[config.mk]
export PLATFORM = sky130hd
export DESIGN_NAME = quadrature_pedal_cadence_top_flat
export DESIGN_NICKNAME = d
export VERILOG_FILES = /design/src/rtl/qpc_pkg.sv /design/src/rtl/qpc_req_if.sv /design/src/rtl/qpc_rsp_if.sv /design/src/rtl/qpc_divider.sv /design/src/rtl/qpc_datapath.sv /design/src/rtl/qpc_ctrl.sv /design/src/rtl/quadrature_pedal_cadence_top.sv /design/src/flat_wrapper.sv
export VERILOG_INCLUDE_DIRS = /design/src /design/src/rtl
export SDC_FILE = /design/constraint.sdc
export NUM_CORES = 2
export LEC_CHECK = 0
export BUFFER_PORTS_ARGS = -buffer_cell sky130_fd_sc_hd__buf_2
export CAP_MARGIN = 0
export CORE_AREA = 8 8 219 221
export CTS_BUF_LIST = sky130_fd_sc_hd__clkbuf_8
export DETAILED_ROUTE_END_ITERATION = 8
export DIE_AREA = 0 0 227 229
export MAX_ROUTING_LAYER = met4
export PLACE_DENSITY_LB_ADDON = 0.08
export SLEW_MARGIN = 5
export SYNTH_ARGS = -nofsm -noshare
export SYNTH_HDL_FRONTEND = slang
export SYNTH_SLANG_ARGS = --single-unit
[constraint.sdc]
create_clock -name clock -period 6.1 [get_ports clock]
set_clock_uncertainty 0.2 [all_clocks]
set_input_delay 1.83 -clock clock [delete_from_list [all_inputs] [get_ports clock]]
set_output_delay 1.83 -clock clock [all_outputs]
set_load 0.02 [all_outputs]
[src/rtl/assert_macros.svh]
// Assertion macros for the RTL file that carries checks.
`ifndef ASSERT_MACROS_SVH
`define ASSERT_MACROS_SVH

// Same-cycle implication, disabled while reset is high.
`define ASSERT_IMPLIES(label, clk, rst, ante, cons) \
   label: assert property (@(posedge clk) disable iff (rst) (ante) |-> (cons)) \
      else $error("assertion failed");

// Next-cycle implication, disabled while reset is high.
`define ASSERT_NEXT(label, clk, rst, ante, cons) \
   label: assert property (@(posedge clk) disable iff (rst) (ante) |=> (cons)) \
      else $error("assertion failed");

`endif

[src/rtl/qpc_pkg.sv]
// Shared widths, register indexes and controller interface types.
package qpc_pkg;

   localparam int RPM_BITS      = 26;
   localparam int NUM_BITS      = 24;
   localparam int CSR_ADDR_BITS = 5;
   localparam int CSR_DATA_BITS = 32;

   typedef enum logic [2:0] {
      REG_MAGNET_COUNT     = 3'd0,
      REG_INVERT_DIRECTION = 3'd1,
      REG_TICK_RATE_HZ     = 3'd2,
      REG_MIN_PERIOD_TICKS = 3'd3,
      REG_MAX_IDLE_TICKS   = 3'd4
   } reg_index_type;

   typedef struct packed {
      logic load;
      logic eval;
      logic mult;
      logic div_start;
      logic commit;
   } ctrl_cmd_type;

   typedef struct packed {
      logic ref_ok;
      logic div_done;
   } ctrl_status_type;

endpackage

[src/rtl/qpc_req_if.sv]
// Input channel carrying one sampling tick with two sensor pin levels.
interface qpc_req_if;
   logic valid;
   logic ready;
   logic pin_a;
   logic pin_b;

   modport source (output valid, output pin_a, output pin_b, input ready);
   modport sink (input valid, input pin_a, input pin_b, output ready);
endinterface

[src/rtl/qpc_rsp_if.sv]
// Result channel carrying the cadence value and the reference edge flag.
interface qpc_rsp_if import qpc_pkg::*; ();
   logic                       valid;
   logic                       ready;
   logic signed [RPM_BITS-1:0] rpm_x16;
   logic                       reference_edge;

   modport source (output valid, output rpm_x16, output reference_edge, input ready);
   modport sink (input valid, input rpm_x16, input reference_edge, output ready);
endinterface

[src/rtl/qpc_divider.sv]
// Restoring divider that produces one quotient bit per cycle.
module qpc_divider import qpc_pkg::*; (
   input  logic                clock,
   input  logic                reset,
   input  logic                start,
   input  logic [NUM_BITS-1:0] numerator,
   input  logic [NUM_BITS-1:0] divisor,
   input  logic                divisor_big,
   output logic                done,
   output logic [NUM_BITS-1:0] quotient
);

   localparam int CNT_BITS = $clog2(NUM_BITS);
   localparam logic [CNT_BITS-1:0] LAST = CNT_BITS'(NUM_BITS - 1);

   logic                busy_ff, busy_in;
   logic                done_ff, done_in;
   logic [CNT_BITS-1:0] count_ff, count_in;
   logic [NUM_BITS-1:0] rem_ff, rem_in;
   logic [NUM_BITS-1:0] quo_ff, quo_in;
   logic [NUM_BITS-1:0] div_ff, div_in;
   logic [NUM_BITS:0]   trial;

   always_comb begin
      busy_in  = busy_ff;
      done_in  = 1'b0;
      count_in = count_ff;
      rem_in   = rem_ff;
      quo_in   = quo_ff;
      div_in   = div_ff;
      trial    = {rem_ff, quo_ff[NUM_BITS-1]};
      if (start) begin
         busy_in  = 1'b1;
         count_in = '0;
         rem_in   = '0;
         // A divisor wider than the numerator always gives a zero quotient, so its
         // low bits are replaced by a nonzero value that no trial can reach.
         quo_in   = divisor_big ? '0 : numerator;
         div_in   = divisor_big ? '1 : divisor;
      end else if (busy_ff) begin
         if (trial >= {1'b0, div_ff}) begin
            rem_in = NUM_BITS'(trial - {1'b0, div_ff});
            quo_in = {quo_ff[NUM_BITS-2:0], 1'b1};
         end else begin
            rem_in = trial[NUM_BITS-1:0];
            quo_in = {quo_ff[NUM_BITS-2:0], 1'b0};
         end
         count_in = count_ff + 1'b1;
         if (count_ff == LAST) begin
            busy_in = 1'b0;
            done_in = 1'b1;
         end
      end
   end

   always_ff @(posedge clock) begin
      if (reset) begin
         busy_ff  <= 1'b0;
         done_ff  <= 1'b0;
         count_ff <= '0;
      end else begin
         busy_ff  <= busy_in;
         done_ff  <= done_in;
         count_ff <= count_in;
      end
      rem_ff <= rem_in;
      quo_ff <= quo_in;
      div_ff <= div_in;
   end

   assign done     = done_ff;
   assign quotient = quo_ff;

endmodule

[src/rtl/qpc_datapath.sv]
// Datapath: registers, phase decoding, period product, divider, cadence update and output register.
module qpc_datapath import qpc_pkg::*; #(
   parameter int TICK_COUNTER_BITS   = 32,
   parameter int DIRECTION_THRESHOLD = 4
) (
   input  logic                       clock,
   input  logic                       reset,
   input  logic                       csr_psel,
   input  logic                       csr_penable,
   input  logic                       csr_pwrite,
   input  logic [CSR_ADDR_BITS-1:0]   csr_paddr,
   input  logic [CSR_DATA_BITS-1:0]   csr_pwdata,
   output logic [CSR_DATA_BITS-1:0]   csr_prdata,
   input  logic                       pin_a,
   input  logic                       pin_b,
   input  ctrl_cmd_type               cmd,
   output ctrl_status_type            status,
   output logic signed [RPM_BITS-1:0] rsp_rpm_x16,
   output logic                       rsp_reference_edge
);

   localparam int PW = TICK_COUNTER_BITS + 8;
   localparam logic [TICK_COUNTER_BITS-1:0] TICK_MAX = '1;
   localparam logic [7:0] THRESH = 8'(DIRECTION_THRESHOLD);
   localparam logic [1:0] REF_PHASE = 2'd3;
   localparam logic signed [RPM_BITS:0] RPM_LIMIT = 27'sd19200000;
   localparam logic signed [2:0] STEP_TABLE [16] = '{
      3'sd0, -3'sd1, 3'sd1, 3'sd2, 3'sd1, 3'sd0, 3'sd2, -3'sd1,
      -3'sd1, 3'sd2, 3'sd0, 3'sd1, 3'sd2, 3'sd1, -3'sd1, 3'sd0
   };

   logic [7:0]  magnet_ff, magnet_in;
   logic        invert_ff, invert_in;
   logic [13:0] rate_ff, rate_in;
   logic [19:0] min_ff, min_in;
   logic [19:0] max_idle_ff, max_idle_in;

   logic [1:0]                    prev_phase_ff, prev_phase_in;
   logic [7:0]                    fsc_ff, fsc_in;
   logic [TICK_COUNTER_BITS-1:0]  tsr_ff, tsr_in;
   logic [31:0]                   idle_ff, idle_in;
   logic signed [RPM_BITS-1:0]    cadence_ff, cadence_in;

   logic [1:0]                    phase_ff, phase_in;
   logic signed [2:0]             step_ff, step_in;
   logic                          ref_ff, ref_in;
   logic [TICK_COUNTER_BITS-1:0]  snap_ff, snap_in;
   logic [PW-1:0]                 period_ff, period_in;
   logic signed [RPM_BITS-1:0]    rpm_ff, rpm_in;
   logic                          edge_ff, edge_in;

   logic                          csr_write;
   logic signed [2:0]             step_raw;
   logic [7:0]                    fsc_upd;
   logic [TICK_COUNTER_BITS-1:0]  tsr_inc;
   logic [31:0]                   idle_inc;
   logic                          period_ok;
   logic [NUM_BITS-1:0]           numerator;
   logic                          div_done;
   logic [NUM_BITS-1:0]           quotient;
   logic signed [RPM_BITS:0]      q_ext;
   logic signed [RPM_BITS:0]      prod;
   logic signed [RPM_BITS:0]      clamped;

   assign csr_write = csr_psel && csr_penable && csr_pwrite;

   always_comb begin
      magnet_in   = magnet_ff;
      invert_in   = invert_ff;
      rate_in     = rate_ff;
      min_in      = min_ff;
      max_idle_in = max_idle_ff;
      if (csr_write) begin
         case (reg_index_type'(csr_paddr[CSR_ADDR_BITS-1:2]))
            REG_MAGNET_COUNT:     magnet_in   = csr_pwdata[7:0];
            REG_INVERT_DIRECTION: invert_in   = csr_pwdata[0];
            REG_TICK_RATE_HZ:     rate_in     = csr_pwdata[13:0];
            REG_MIN_PERIOD_TICKS: min_in      = csr_pwdata[19:0];
            REG_MAX_IDLE_TICKS:   max_idle_in = csr_pwdata[19:0];
            default: ;
         endcase
      end
   end

   always_comb begin
      case (reg_index_type'(csr_paddr[CSR_ADDR_BITS-1:2]))
         REG_MAGNET_COUNT:     csr_prdata = CSR_DATA_BITS'(magnet_ff);
         REG_INVERT_DIRECTION: csr_prdata = CSR_DATA_BITS'(invert_ff);
         REG_TICK_RATE_HZ:     csr_prdata = CSR_DATA_BITS'(rate_ff);
         REG_MIN_PERIOD_TICKS: csr_prdata = CSR_DATA_BITS'(min_ff);
         REG_MAX_IDLE_TICKS:   csr_prdata = CSR_DATA_BITS'(max_idle_ff);
         default:              csr_prdata = '0;
      endcase
   end

   assign step_raw  = STEP_TABLE[{prev_phase_ff, phase_ff}];
   assign tsr_inc   = (tsr_ff == TICK_MAX) ? tsr_ff : tsr_ff + 1'b1;
   assign idle_inc  = (idle_ff == 32'hFFFF_FFFF) ? idle_ff : idle_ff + 1'b1;
   assign period_ok = (period_ff != '0) && (period_ff >= PW'(min_ff));
   assign numerator = NUM_BITS'(rate_ff) * NUM_BITS'(960);
   assign q_ext     = $signed({3'b000, quotient});

   always_comb begin
      step_in = invert_ff ? -step_raw : step_raw;
      fsc_upd = fsc_ff;
      if (step_in == 3'sd1) begin
         if (fsc_ff != 8'hFF) begin
            fsc_upd = fsc_ff + 1'b1;
         end
      end else if (step_in == -3'sd1) begin
         fsc_upd = '0;
      end
   end

   always_comb begin
      case (step_ff)
         3'b001:  prod = q_ext;
         3'b111:  prod = -q_ext;
         3'b010:  prod = q_ext <<< 1;
         3'b110:  prod = -(q_ext <<< 1);
         default: prod = '0;
      endcase
      if (prod > RPM_LIMIT) begin
         clamped = RPM_LIMIT;
      end else if (prod < -RPM_LIMIT) begin
         clamped = -RPM_LIMIT;
      end else begin
         clamped = prod;
      end
   end

   always_comb begin
      prev_phase_in = prev_phase_ff;
      fsc_in        = fsc_ff;
      tsr_in        = tsr_ff;
      idle_in       = idle_ff;
      cadence_in    = cadence_ff;
      phase_in      = phase_ff;
      ref_in        = ref_ff;
      snap_in       = snap_ff;
      period_in     = period_ff;
      rpm_in        = rpm_ff;
      edge_in       = edge_ff;
      if (cmd.load) begin
         phase_in = {pin_b, pin_a};
      end
      if (cmd.eval) begin
         prev_phase_in = phase_ff;
         fsc_in        = fsc_upd;
         ref_in        = (phase_ff == REF_PHASE) && (fsc_upd >= THRESH);
         snap_in       = tsr_inc;
         tsr_in        = ref_in ? '0 : tsr_inc;
      end
      if (cmd.mult) begin
         period_in = PW'(snap_ff) * PW'(magnet_ff);
      end
      if (cmd.commit) begin
         edge_in = 1'b0;
         if (ref_ff) begin
            if (period_ok) begin
               cadence_in = $signed(clamped[RPM_BITS-1:0]);
               idle_in    = '0;
               fsc_in     = '0;
               edge_in    = 1'b1;
            end
         end else begin
            idle_in = idle_inc;
            if (idle_inc > {12'd0, max_idle_ff}) begin
               cadence_in = '0;
            end
         end
         rpm_in = cadence_in;
      end
   end

   always_ff @(posedge clock) begin
      if (reset) begin
         magnet_ff     <= 8'd24;
         invert_ff     <= 1'b0;
         rate_ff       <= 14'd100;
         min_ff        <= 20'd16;
         max_idle_ff   <= 20'd30;
         prev_phase_ff <= '0;
         fsc_ff        <= '0;
         tsr_ff        <= '0;
         idle_ff       <= '0;
         cadence_ff    <= '0;
      end else begin
         magnet_ff     <= magnet_in;
         invert_ff     <= invert_in;
         rate_ff       <= rate_in;
         min_ff        <= min_in;
         max_idle_ff   <= max_idle_in;
         prev_phase_ff <= prev_phase_in;
         fsc_ff        <= fsc_in;
         tsr_ff        <= tsr_in;
         idle_ff       <= idle_in;
         cadence_ff    <= cadence_in;
      end
      phase_ff  <= phase_in;
      ref_ff    <= ref_in;
      snap_ff   <= snap_in;
      period_ff <= period_in;
      rpm_ff    <= rpm_in;
      edge_ff   <= edge_in;
      if (cmd.eval) begin
         step_ff <= step_in;
      end
   end

   qpc_divider u_divider (
      .clock       (clock),
      .reset       (reset),
      .start       (cmd.div_start),
      .numerator   (numerator),
      .divisor     (period_ff[NUM_BITS-1:0]),
      .divisor_big ((period_ff >> NUM_BITS) != '0),
      .done        (div_done),
      .quotient    (quotient)
   );

   assign status.ref_ok   = ref_ff && period_ok;
   assign status.div_done = div_done;

   assign rsp_rpm_x16        = rpm_ff;
   assign rsp_reference_edge = edge_ff;

endmodule

[src/rtl/qpc_ctrl.sv]
// Controller state machine that sequences one tick through the datapath.
module qpc_ctrl import qpc_pkg::*; (
   input  logic            clock,
   input  logic            reset,
   input  logic            req_valid,
   output logic            req_ready,
   output logic            rsp_valid,
   input  logic            rsp_ready,
   input  ctrl_status_type status,
   output ctrl_cmd_type    cmd
);

   typedef enum logic [2:0] {
      ST_IDLE,
      ST_EVAL,
      ST_MULT,
      ST_DECIDE,
      ST_DIVIDE,
      ST_FINISH
   } state_type;

   state_type state_ff, state_in;
   logic      rsp_valid_ff, rsp_valid_in;
   logic      out_free;

   assign out_free  = !rsp_valid_ff || rsp_ready;
   assign req_ready = (state_ff == ST_IDLE);

   always_comb begin
      state_in      = state_ff;
      cmd           = '0;
      rsp_valid_in  = rsp_valid_ff && !rsp_ready;
      case (state_ff)
         ST_IDLE: begin
            if (req_valid) begin
               cmd.load = 1'b1;
               state_in = ST_EVAL;
            end
         end
         ST_EVAL: begin
            cmd.eval = 1'b1;
            state_in = ST_MULT;
         end
         ST_MULT: begin
            cmd.mult = 1'b1;
            state_in = ST_DECIDE;
         end
         ST_DECIDE: begin
            if (status.ref_ok) begin
               cmd.div_start = 1'b1;
               state_in      = ST_DIVIDE;
            end else begin
               state_in = ST_FINISH;
            end
         end
         ST_DIVIDE: begin
            if (status.div_done) begin
               state_in = ST_FINISH;
            end
         end
         ST_FINISH: begin
            if (out_free) begin
               cmd.commit   = 1'b1;
               rsp_valid_in = 1'b1;
               state_in     = ST_IDLE;
            end
         end
         default: state_in = ST_IDLE;
      endcase
   end

   always_ff @(posedge clock) begin
      if (reset) begin
         state_ff     <= ST_IDLE;
         rsp_valid_ff <= 1'b0;
      end else begin
         state_ff     <= state_in;
         rsp_valid_ff <= rsp_valid_in;
      end
   end

   assign rsp_valid = rsp_valid_ff;

endmodule

[src/rtl/quadrature_pedal_cadence_top.sv]
// Top level of the quadrature pedal cadence block.
// Each transaction on req_chan is one sampling tick and yields exactly one
// transaction on rsp_chan. A plain tick steps through the eval, multiply, decide
// and finish states before its result is registered for output; a tick that
// completes a valid reference edge also waits in the divide state on the 24-step
// one-bit-per-cycle divider that forms 960*tick_rate_hz/period. A result that
// still waits in the output register stalls the commit of the next tick. One
// tick is in work at a time; the next is accepted while a finished result still
// waits in the output register. Configuration registers sit at byte addresses 4*i.
`include "assert_macros.svh"

module quadrature_pedal_cadence_top import qpc_pkg::*; #(
   parameter int TICK_COUNTER_BITS   = 32,
   parameter int DIRECTION_THRESHOLD = 4
) (
   input  logic                     clock,
   input  logic                     reset,
   qpc_req_if.sink                  req_chan,
   qpc_rsp_if.source                rsp_chan,
   input  logic                     csr_psel,
   input  logic                     csr_penable,
   input  logic                     csr_pwrite,
   input  logic [CSR_ADDR_BITS-1:0] csr_paddr,
   input  logic [CSR_DATA_BITS-1:0] csr_pwdata,
   output logic [CSR_DATA_BITS-1:0] csr_prdata,
   output logic                     csr_pready
);

   ctrl_cmd_type    cmd;
   ctrl_status_type status;
   logic            req_ready;
   logic            rsp_valid;

   assign csr_pready     = 1'b1;
   assign req_chan.ready = req_ready;
   assign rsp_chan.valid = rsp_valid;

   qpc_ctrl u_ctrl (
      .clock     (clock),
      .reset     (reset),
      .req_valid (req_chan.valid),
      .req_ready (req_ready),
      .rsp_valid (rsp_valid),
      .rsp_ready (rsp_chan.ready),
      .status    (status),
      .cmd       (cmd)
   );

   qpc_datapath #(
      .TICK_COUNTER_BITS   (TICK_COUNTER_BITS),
      .DIRECTION_THRESHOLD (DIRECTION_THRESHOLD)
   ) u_datapath (
      .clock              (clock),
      .reset              (reset),
      .csr_psel           (csr_psel),
      .csr_penable        (csr_penable),
      .csr_pwrite         (csr_pwrite),
      .csr_paddr          (csr_paddr),
      .csr_pwdata         (csr_pwdata),
      .csr_prdata         (csr_prdata),
      .pin_a              (req_chan.pin_a),
      .pin_b              (req_chan.pin_b),
      .cmd                (cmd),
      .status             (status),
      .rsp_rpm_x16        (rsp_chan.rpm_x16),
      .rsp_reference_edge (rsp_chan.reference_edge)
   );

   // An accepted tick blocks further input until its result is committed.
   `ASSERT_NEXT(a_one_tick_in_work, clock, reset, req_chan.valid && req_ready, !req_ready)
   // A result is only committed when the output register can take it.
   `ASSERT_IMPLIES(a_commit_free, clock, reset, cmd.commit, !rsp_valid || rsp_chan.ready)
   // A committed result is offered in the following cycle.
   `ASSERT_NEXT(a_commit_shown, clock, reset, cmd.commit, rsp_valid)

endmodule
[src/flat_wrapper.sv]
// flat-port wrapper written by rule: the top's interface ports become plain ports
module quadrature_pedal_cadence_top_flat import qpc_pkg::*;
#(
   parameter int TICK_COUNTER_BITS   = 32,
   parameter int DIRECTION_THRESHOLD = 4
)
  (clock, reset, csr_psel, csr_penable, csr_pwrite, csr_paddr, csr_pwdata, csr_prdata, csr_pready, req_chan_valid, req_chan_pin_a, req_chan_pin_b, req_chan_ready, rsp_chan_valid, rsp_chan_rpm_x16, rsp_chan_reference_edge, rsp_chan_ready);
  qpc_req_if req_chan_i ();
  qpc_rsp_if rsp_chan_i ();
  input  logic clock;
  input  logic reset;
  input  logic csr_psel;
  input  logic csr_penable;
  input  logic csr_pwrite;
  input  logic [CSR_ADDR_BITS-1:0] csr_paddr;
  input  logic [CSR_DATA_BITS-1:0] csr_pwdata;
  output logic [CSR_DATA_BITS-1:0] csr_prdata;
  output logic csr_pready;
  input wire logic [$bits(req_chan_i.valid)-1:0] req_chan_valid;
  input wire logic [$bits(req_chan_i.pin_a)-1:0] req_chan_pin_a;
  input wire logic [$bits(req_chan_i.pin_b)-1:0] req_chan_pin_b;
  output wire logic [$bits(req_chan_i.ready)-1:0] req_chan_ready;
  output wire logic [$bits(rsp_chan_i.valid)-1:0] rsp_chan_valid;
  output wire logic [$bits(rsp_chan_i.rpm_x16)-1:0] rsp_chan_rpm_x16;
  output wire logic [$bits(rsp_chan_i.reference_edge)-1:0] rsp_chan_reference_edge;
  input wire logic [$bits(rsp_chan_i.ready)-1:0] rsp_chan_ready;
  assign req_chan_i.valid = req_chan_valid;
  assign req_chan_i.pin_a = req_chan_pin_a;
  assign req_chan_i.pin_b = req_chan_pin_b;
  assign req_chan_ready = req_chan_i.ready;
  assign rsp_chan_valid = rsp_chan_i.valid;
  assign rsp_chan_rpm_x16 = rsp_chan_i.rpm_x16;
  assign rsp_chan_reference_edge = rsp_chan_i.reference_edge;
  assign rsp_chan_i.ready = rsp_chan_ready;
  quadrature_pedal_cadence_top #(.TICK_COUNTER_BITS(TICK_COUNTER_BITS), .DIRECTION_THRESHOLD(DIRECTION_THRESHOLD)) u_core (.clock(clock), .reset(reset), .req_chan(req_chan_i), .rsp_chan(rsp_chan_i), .csr_psel(csr_psel), .csr_penable(csr_penable), .csr_pwrite(csr_pwrite), .csr_paddr(csr_paddr), .csr_pwdata(csr_pwdata), .csr_prdata(csr_prdata), .csr_pready(csr_pready));
endmodule
==> After elaboration in Yosys (flattened, before gate mapping) <==
Memory sizes are Yosys's and may differ from the RTL's.
Index checks and enable logic that the tools add are counted.
{ "totals": {"ff_bits": 351, "mem_bits_ro": 48, "inputBits": 46, "mem_count": 1} }
{ "op_classes": {"add_sub_neg": 8, "mul": 2, "n_lt_le_gt_ge": 7, "n_eq_ne": 24, "n_mux": 47, "n_bitwise": 2, "n_reduce_logical": 23} }
{ "memory_table": {"columns": ["memory", "depth", "width", "read_ports", "rd_ports_with_merged_regs", "write_ports", "line_no", "rtl"], "rows": [
  ["(no name shown)", 16, 3, 1, 0, 0, "qpc_datapath.sv:96", "assign step_raw = STEP_TABLE[{prev_phase_ff, phase_ff}];"]
]} }
{ "ops": {"columns": ["cell", "n"], "rows": [
  ["two-way mux 32 bit", 5],
  ["two-way mux 26 bit", 5],
  ["case mux 27 bit (4 select lines)", 1],
  ["case mux 20 bit (5 select lines)", 1],
  ["two-way mux 24 bit", 4],
  ["nonzero test 40 bit", 2],
  ["adder 32 x 1 -> 32 bit, second input constant", 2],
  ["== test 32 bit, second input constant", 2],
  ["two-way mux 8 bit", 7],
  ["greater-or-equal comparator 40 x 20 -> 1 bit", 1],
  ["multiplier 32 x 8 -> 40 bit", 1],
  ["> comparator 32 x 20 -> 1 bit", 1],
  ["> comparator 27 x 26 -> 1 bit, second input constant", 1],
  ["< comparator 27 x 26 -> 1 bit, second input constant", 1],
  ["negator 24 -> 27 bit", 1],
  ["negator 25 -> 27 bit", 1],
  ["greater-or-equal comparator 25 x 24 -> 1 bit", 1],
  ["subtractor 24 bit", 1],
  ["== test 3 x 2 -> 1 bit, second input constant", 6],
  ["multiplier 14 x 4 -> 18 bit, second input constant", 1],
  ["two-way mux 3 bit", 6],
  ["case mux 3 bit (6 select lines)", 1],
  ["two-way mux 1 bit", 17],
  ["== test 3 bit, second input constant", 5],
  ["22 further kinds", 39]
]} }

==> Depth between registers and ports, before layout <==
{ "logic_depth": {"ltp_word": 13, "depth_mapped": 23, "ltp_nobuf": 20} }

==> Cells and area by module <==
A second synthesis with hierarchy kept.
{ "hier_totals": {"hier_cells": 3219, "hier_area_um2": 28778.9} }
{ "modules_own_cells": {"columns": ["module", "instances", "cells_per_inst", "area_each_um2"], "rows": [
  ["qpc_datapath", 1, 2688, 23810.3],
  ["qpc_divider", 1, 498, 4685.7],
  ["qpc_ctrl", 1, 31, 271.5],
  ["quadrature_pedal_cadence_top", 1, 2, 11.3]
]} }

==> Least setup slack after synthesis <==
Ideal clock, no wire load.
{ "synth_path": {"path_type": "register to register", "startpoint": "register u_core.u_datapath.magnet_ff[6]", "endpoint": "register u_core.u_datapath.period_ff[24] (data pin)", "setup_ns": 0.259, "arrival_ns": 5.009, "t_required_ns": 5.641, "setup_slack_ns": 0.632, "path_stages_with_launch": 20, "n_path_buf": 1, "period_less_slack_ns": 5.468, "cell_sequence": "dfxtp_1 clkbuf_1 and2_1 fa_1 fa_1 fa_1 inv_1 fa_1 inv_1 ha_1 o21ai_0 nor2_1 and3_1 or2_2 a211o_1 a21oi_1 o21ai_0 a21o_1 a21oi_1 xnor2_1"} }
{ "synth_between": {"elab_chain_cells": 1} }
{ "synth_lines": {"columns": ["item", "line_no", "rtl"], "rows": [
  ["start, declared", "qpc_datapath.sv:32", "logic [7:0] magnet_ff, magnet_in;"],
  ["start signal, assigned", "qpc_datapath.sv:189", "magnet_ff <= magnet_in;"],
  ["multiplier 32 x 8 -> 40 bit", "qpc_datapath.sv:155", "period_in = PW'(snap_ff) * PW'(magnet_ff);"],
  ["end signal, assigned", "qpc_datapath.sv:203", "period_ff <= period_in;"],
  ["end, declared", "qpc_datapath.sv:48", "logic [PW-1:0] period_ff, period_in;"]
]} }
No other way between the ends.
A chain may end at the register's enable or synchronous reset.

==> Final worst setup path <==
{ "layout_path": {"startpoint": "register u_core.u_datapath.magnet_ff[7]", "endpoint": "register u_core.u_datapath.period_ff[38] (data pin)"} }
The elaborated chain is that of the path after synthesis.

==> qor.json <==
{
  "totalNegativeSetupSlack_ps": 0,
  "wl_per_cell_um": 18.6,
  "drt-total-wl_um": 71900,
  "worst_ep_required_time_ps": 6300,
  "grt_pass1_wl_um": 119000,
  "h-tree-depth": 2,
  "core_area_um2": 44700,
  "pnr_total_power_mw": 7.25,
  "placed_area_um2": 29500,
  "yosys-top-cells-count": "sky130_fd_sc_hd__nand2_1 (316), sky130_fd_sc_hd__inv_1 (307), sky130_fd_sc_hd__and2_1 (230), sky130_fd_sc_hd__fa_1 (206)",
  "floorplan.io_pins": 108,
  "setup_violations": 0,
  "rsz_0062_raised_after_global_routing": "false",
  "post_synth_num_cell_types": 99,
  "seq_area_um2": 8560,
  "syn_area_um2": 28500,
  "cts_buffer_depth": 3,
  "place_hpwl_um": 54100,
  "hold_slack_ps": 270,
  "vias": 23397,
  "async_reset_ff_share_pct": 0,
  "final_period_minus_worst_setup_slack_ps": 5810,
  "number_of_iterations_in_the_first_detailed_routing_pass": 5,
  "yosysWarningCount": 0,
  "critical_path_peak_fanout": 22,
  "avgViaCountPerCell": 6.06,
  "die_area_um2": 52000,
  "synth_sequential_area_ratio_pct": 30.0,
  "cts_tree": "done",
  "grt_remaining_overflow": 0,
  "detail-route-antenna-nets": 0,
  "drt_first_iter_violations": 2056,
  "die-height_um": 229,
  "post_cts_hold_buffer_count": 0,
  "drv_cap": 0,
  "postSynth.topFlopCell": "sky130_fd_sc_hd__dfxtp_1",
  "finish.instance_area_um2": 30900,
  "timing.slew.headroom_pct": 22.3,
  "clkTransAtPathRegs_ps": 60,
  "start_util_pct": 63.8,
  "layout_cells_sized_above_1_pct": 9.02,
  "status": "completed",
  "startpoint_type": "flop",
  "syn2layout_area_growth_pct": 8.24,
  "grt_antenna_before_repair": 1,
  "grt_pass1_vias": 23229,
  "yosys.cell_count.top_type": "sky130_fd_sc_hd__nand2_1",
  "period_share_pct": 95.3,
  "post_synth_main_area_contributors": "sky130_fd_sc_hd__edfxtp_1 (16%), sky130_fd_sc_hd__fa_1 (14%), sky130_fd_sc_hd__dfxtp_1 (14%)",
  "port-buffer-count": 80,
  "critPathCaptureType": "flop",
  "worst_slew_pin_slew_ps": 1160,
  "drc": 0,
  "grt_start_max_net_pins": 86,
  "synthDominantCellAreaShare_pct": 16.1,
  "report.final.slew_viol_count": 0,
  "crit_type": "flop to flop",
  "cp_data_arrival_time_ps": 6010,
  "fp-row-count": 78,
  "cts-root-buf": "sky130_fd_sc_hd__clkbuf_8",
  "clock_insertion_delay_worst_skew_ps": 690,
  "register_bit_count_reported_by_yosys": 351,
  "largest_vdd_supply_drop_mv": 0.291,
  "cts_inserted_buffers": 60,
  "cts_num_sinks": 351,
  "track_usage_pct": 28.3,
  "filler_cell_count": 3598,
  "multiInputGateArea_um2": 18200,
  "p_leak_nw": 13.1,
  "num-nets-final": 3613,
  "fmaxAchievable_ghz": 0.172,
  "worst_hold_path_type": "flop to flop",
  "syn-instance-count": 3156,
  "globalplace.congestion": 0.959,
  "synth_enable_flop_cells": 153,
  "die_width_um": 227,
  "cellPowerDensity_nw_per_um2": 235,
  "post-synth-top-area-cell": "sky130_fd_sc_hd__edfxtp_1",
  "syn_avg_cell_area_um2": 9.04,
  "hold_viol_final": 0
}
-- flip-flops by register name, indices dropped and copies added, names as in the netlist, 24 cells and up --
| name | flops |
|---|---|
| u_core.u_datapath.u_divider.rem_ff | 24 |
| u_core.u_datapath.rsp_rpm_x16 | 26 |
| u_core.u_datapath.snap_ff | 32 |
| u_core.u_datapath.period_ff | 40 |
| u_core.u_datapath.cadence_ff | 26 |
| u_core.u_datapath.u_divider.quotient | 24 |
| u_core.u_datapath.idle_ff | 32 |
| u_core.u_datapath.tsr_ff | 32 |
| u_core.u_datapath.u_divider.div_ff | 24 |
-- cells by family (layout without fill, tap and decap cells) --
logic type	Yosys count	after routing	synth area share [%]
AO/OA/AOI/OAI	655	655	15.4
other	2	14	0.0263
adder cells (fa/ha/maj)	361	361	21.3
buffers and inverters	466	557	6.53
XOR/XNOR	140	140	4.37
AND/OR/NAND/NOR	1124	1124	20.4
multiplexers	57	57	2.07
flip-flops	351	351	30.0
-- metrics by stage --
stage               cells  utilization [%]  setup WS (ps)
floorplan            3167                -            632
global placement     3744             65.9            142
detailed placement   3744             65.9            103
CTS                  3858             69.0           54.4
global route         3859             69.1           30.7
finish               3859             69.1            287
-- layout make-up --
class / count / area share (%)
Timing Repair Buffer: 135 / 2.74
Sequential cell: 351 / 27.7
Clock buffer: 74 / 3.30
Antenna cell: 1 / 0.00811
Tap cell: 600 / 2.43
Clock inverter: 40 / 1.16
Inverter: 308 / 3.75
Multi-Input combinational cell: 2350 / 58.9
-- layout by cell type (no fill, tap or decap), types with 50 or more instances in the layout --
master                     netlist  final
sky130_fd_sc_hd__nand2_1       316    316
sky130_fd_sc_hd__nor2_1        182    182
sky130_fd_sc_hd__a21oi_1       198    197
sky130_fd_sc_hd__xor2_1         51     51
sky130_fd_sc_hd__inv_1         307    321
sky130_fd_sc_hd__nand3_1        58     58
sky130_fd_sc_hd__nand4_1        50     50
sky130_fd_sc_hd__o21ai_0       112    112
sky130_fd_sc_hd__buf_2           9     79
sky130_fd_sc_hd__and2_1        230    229
sky130_fd_sc_hd__mux2i_1        51     51
sky130_fd_sc_hd__xnor2_1        88     88
sky130_fd_sc_hd__dfxtp_1       198    193
sky130_fd_sc_hd__buf_4          15     53
sky130_fd_sc_hd__edfxtp_1      153    153
sky130_fd_sc_hd__nand2b_1       52     52
sky130_fd_sc_hd__nor3_1         57     55
sky130_fd_sc_hd__clkbuf_8        0     74
sky130_fd_sc_hd__ha_1          155    155
sky130_fd_sc_hd__fa_1          206    206
-- critical path, stage by stage, from the launching register on --
cell,delay [ps]
sky130_fd_sc_hd__dfxtp_1,300
sky130_fd_sc_hd__buf_4,180
sky130_fd_sc_hd__buf_6,180
sky130_fd_sc_hd__and2_1,170
sky130_fd_sc_hd__fa_1,500
sky130_fd_sc_hd__fa_1,530
sky130_fd_sc_hd__fa_1,560
sky130_fd_sc_hd__inv_1,60
sky130_fd_sc_hd__fa_1,530
sky130_fd_sc_hd__inv_1,50
sky130_fd_sc_hd__ha_1,360
sky130_fd_sc_hd__a21o_1,210
sky130_fd_sc_hd__nor4_1,230
sky130_fd_sc_hd__o21ai_0,180
sky130_fd_sc_hd__a31oi_1,190
sky130_fd_sc_hd__nand2_1,140
sky130_fd_sc_hd__o221ai_2,260
sky130_fd_sc_hd__o211ai_1,180
sky130_fd_sc_hd__nand3b_1,190
sky130_fd_sc_hd__a31oi_1,200
sky130_fd_sc_hd__xnor2_1,100
-- final timing paths --
| check | start | end | slack, ps | cells after the start |
|---|---|---|---|---|
| setup reg to reg | u_core.u_datapath.magnet_ff[7] | u_core.u_datapath.period_ff[38] | 290 | 20 |
| setup / recovery | u_core.u_datapath.magnet_ff[7] | u_core.u_datapath.period_ff[38] | 290 | 20 |
| hold / removal | u_core.u_datapath.min_ff[16] | u_core.u_datapath.min_ff[16] | 270 | 2 |
| hold reg to reg | u_core.u_datapath.min_ff[16] | u_core.u_datapath.min_ff[16] | 270 | 2 |
-- repair_timing --
item / in CTS / in global routing
resized for setup: 0 / 10
hold endpoints to repair: 0 / 0
endpoints found under the setup margin: 0 / 11
setup buffers: 0 / 0
-- per-layer routing --
layer  share of wire, %  vias to the layer above  global-route usage, %  routed length, um
li1                   -                    11011                      -                  -
met1                 44                    11409                   38.1              31700
met5                  0                        -                      -                  0
met2                 46                      856                   43.8              33300
met3                7.2                      121                   4.98               5160
met4                2.5                        0                   8.12               1770
-- where the power goes --
group / leakage (nW) / total, mW / internal, mW / switching (mW)
Clock: 0.769 / 2.39 / 1.36 / 1.03
Sequential: 2.94 / 2.88 / 2.68 / 0.197
Combinational: 9.42 / 1.98 / 0.796 / 1.18
Total: 13.1 / 7.25 / 4.84 / 2.41
Note: power is estimated with default switching activity, not from simulation.
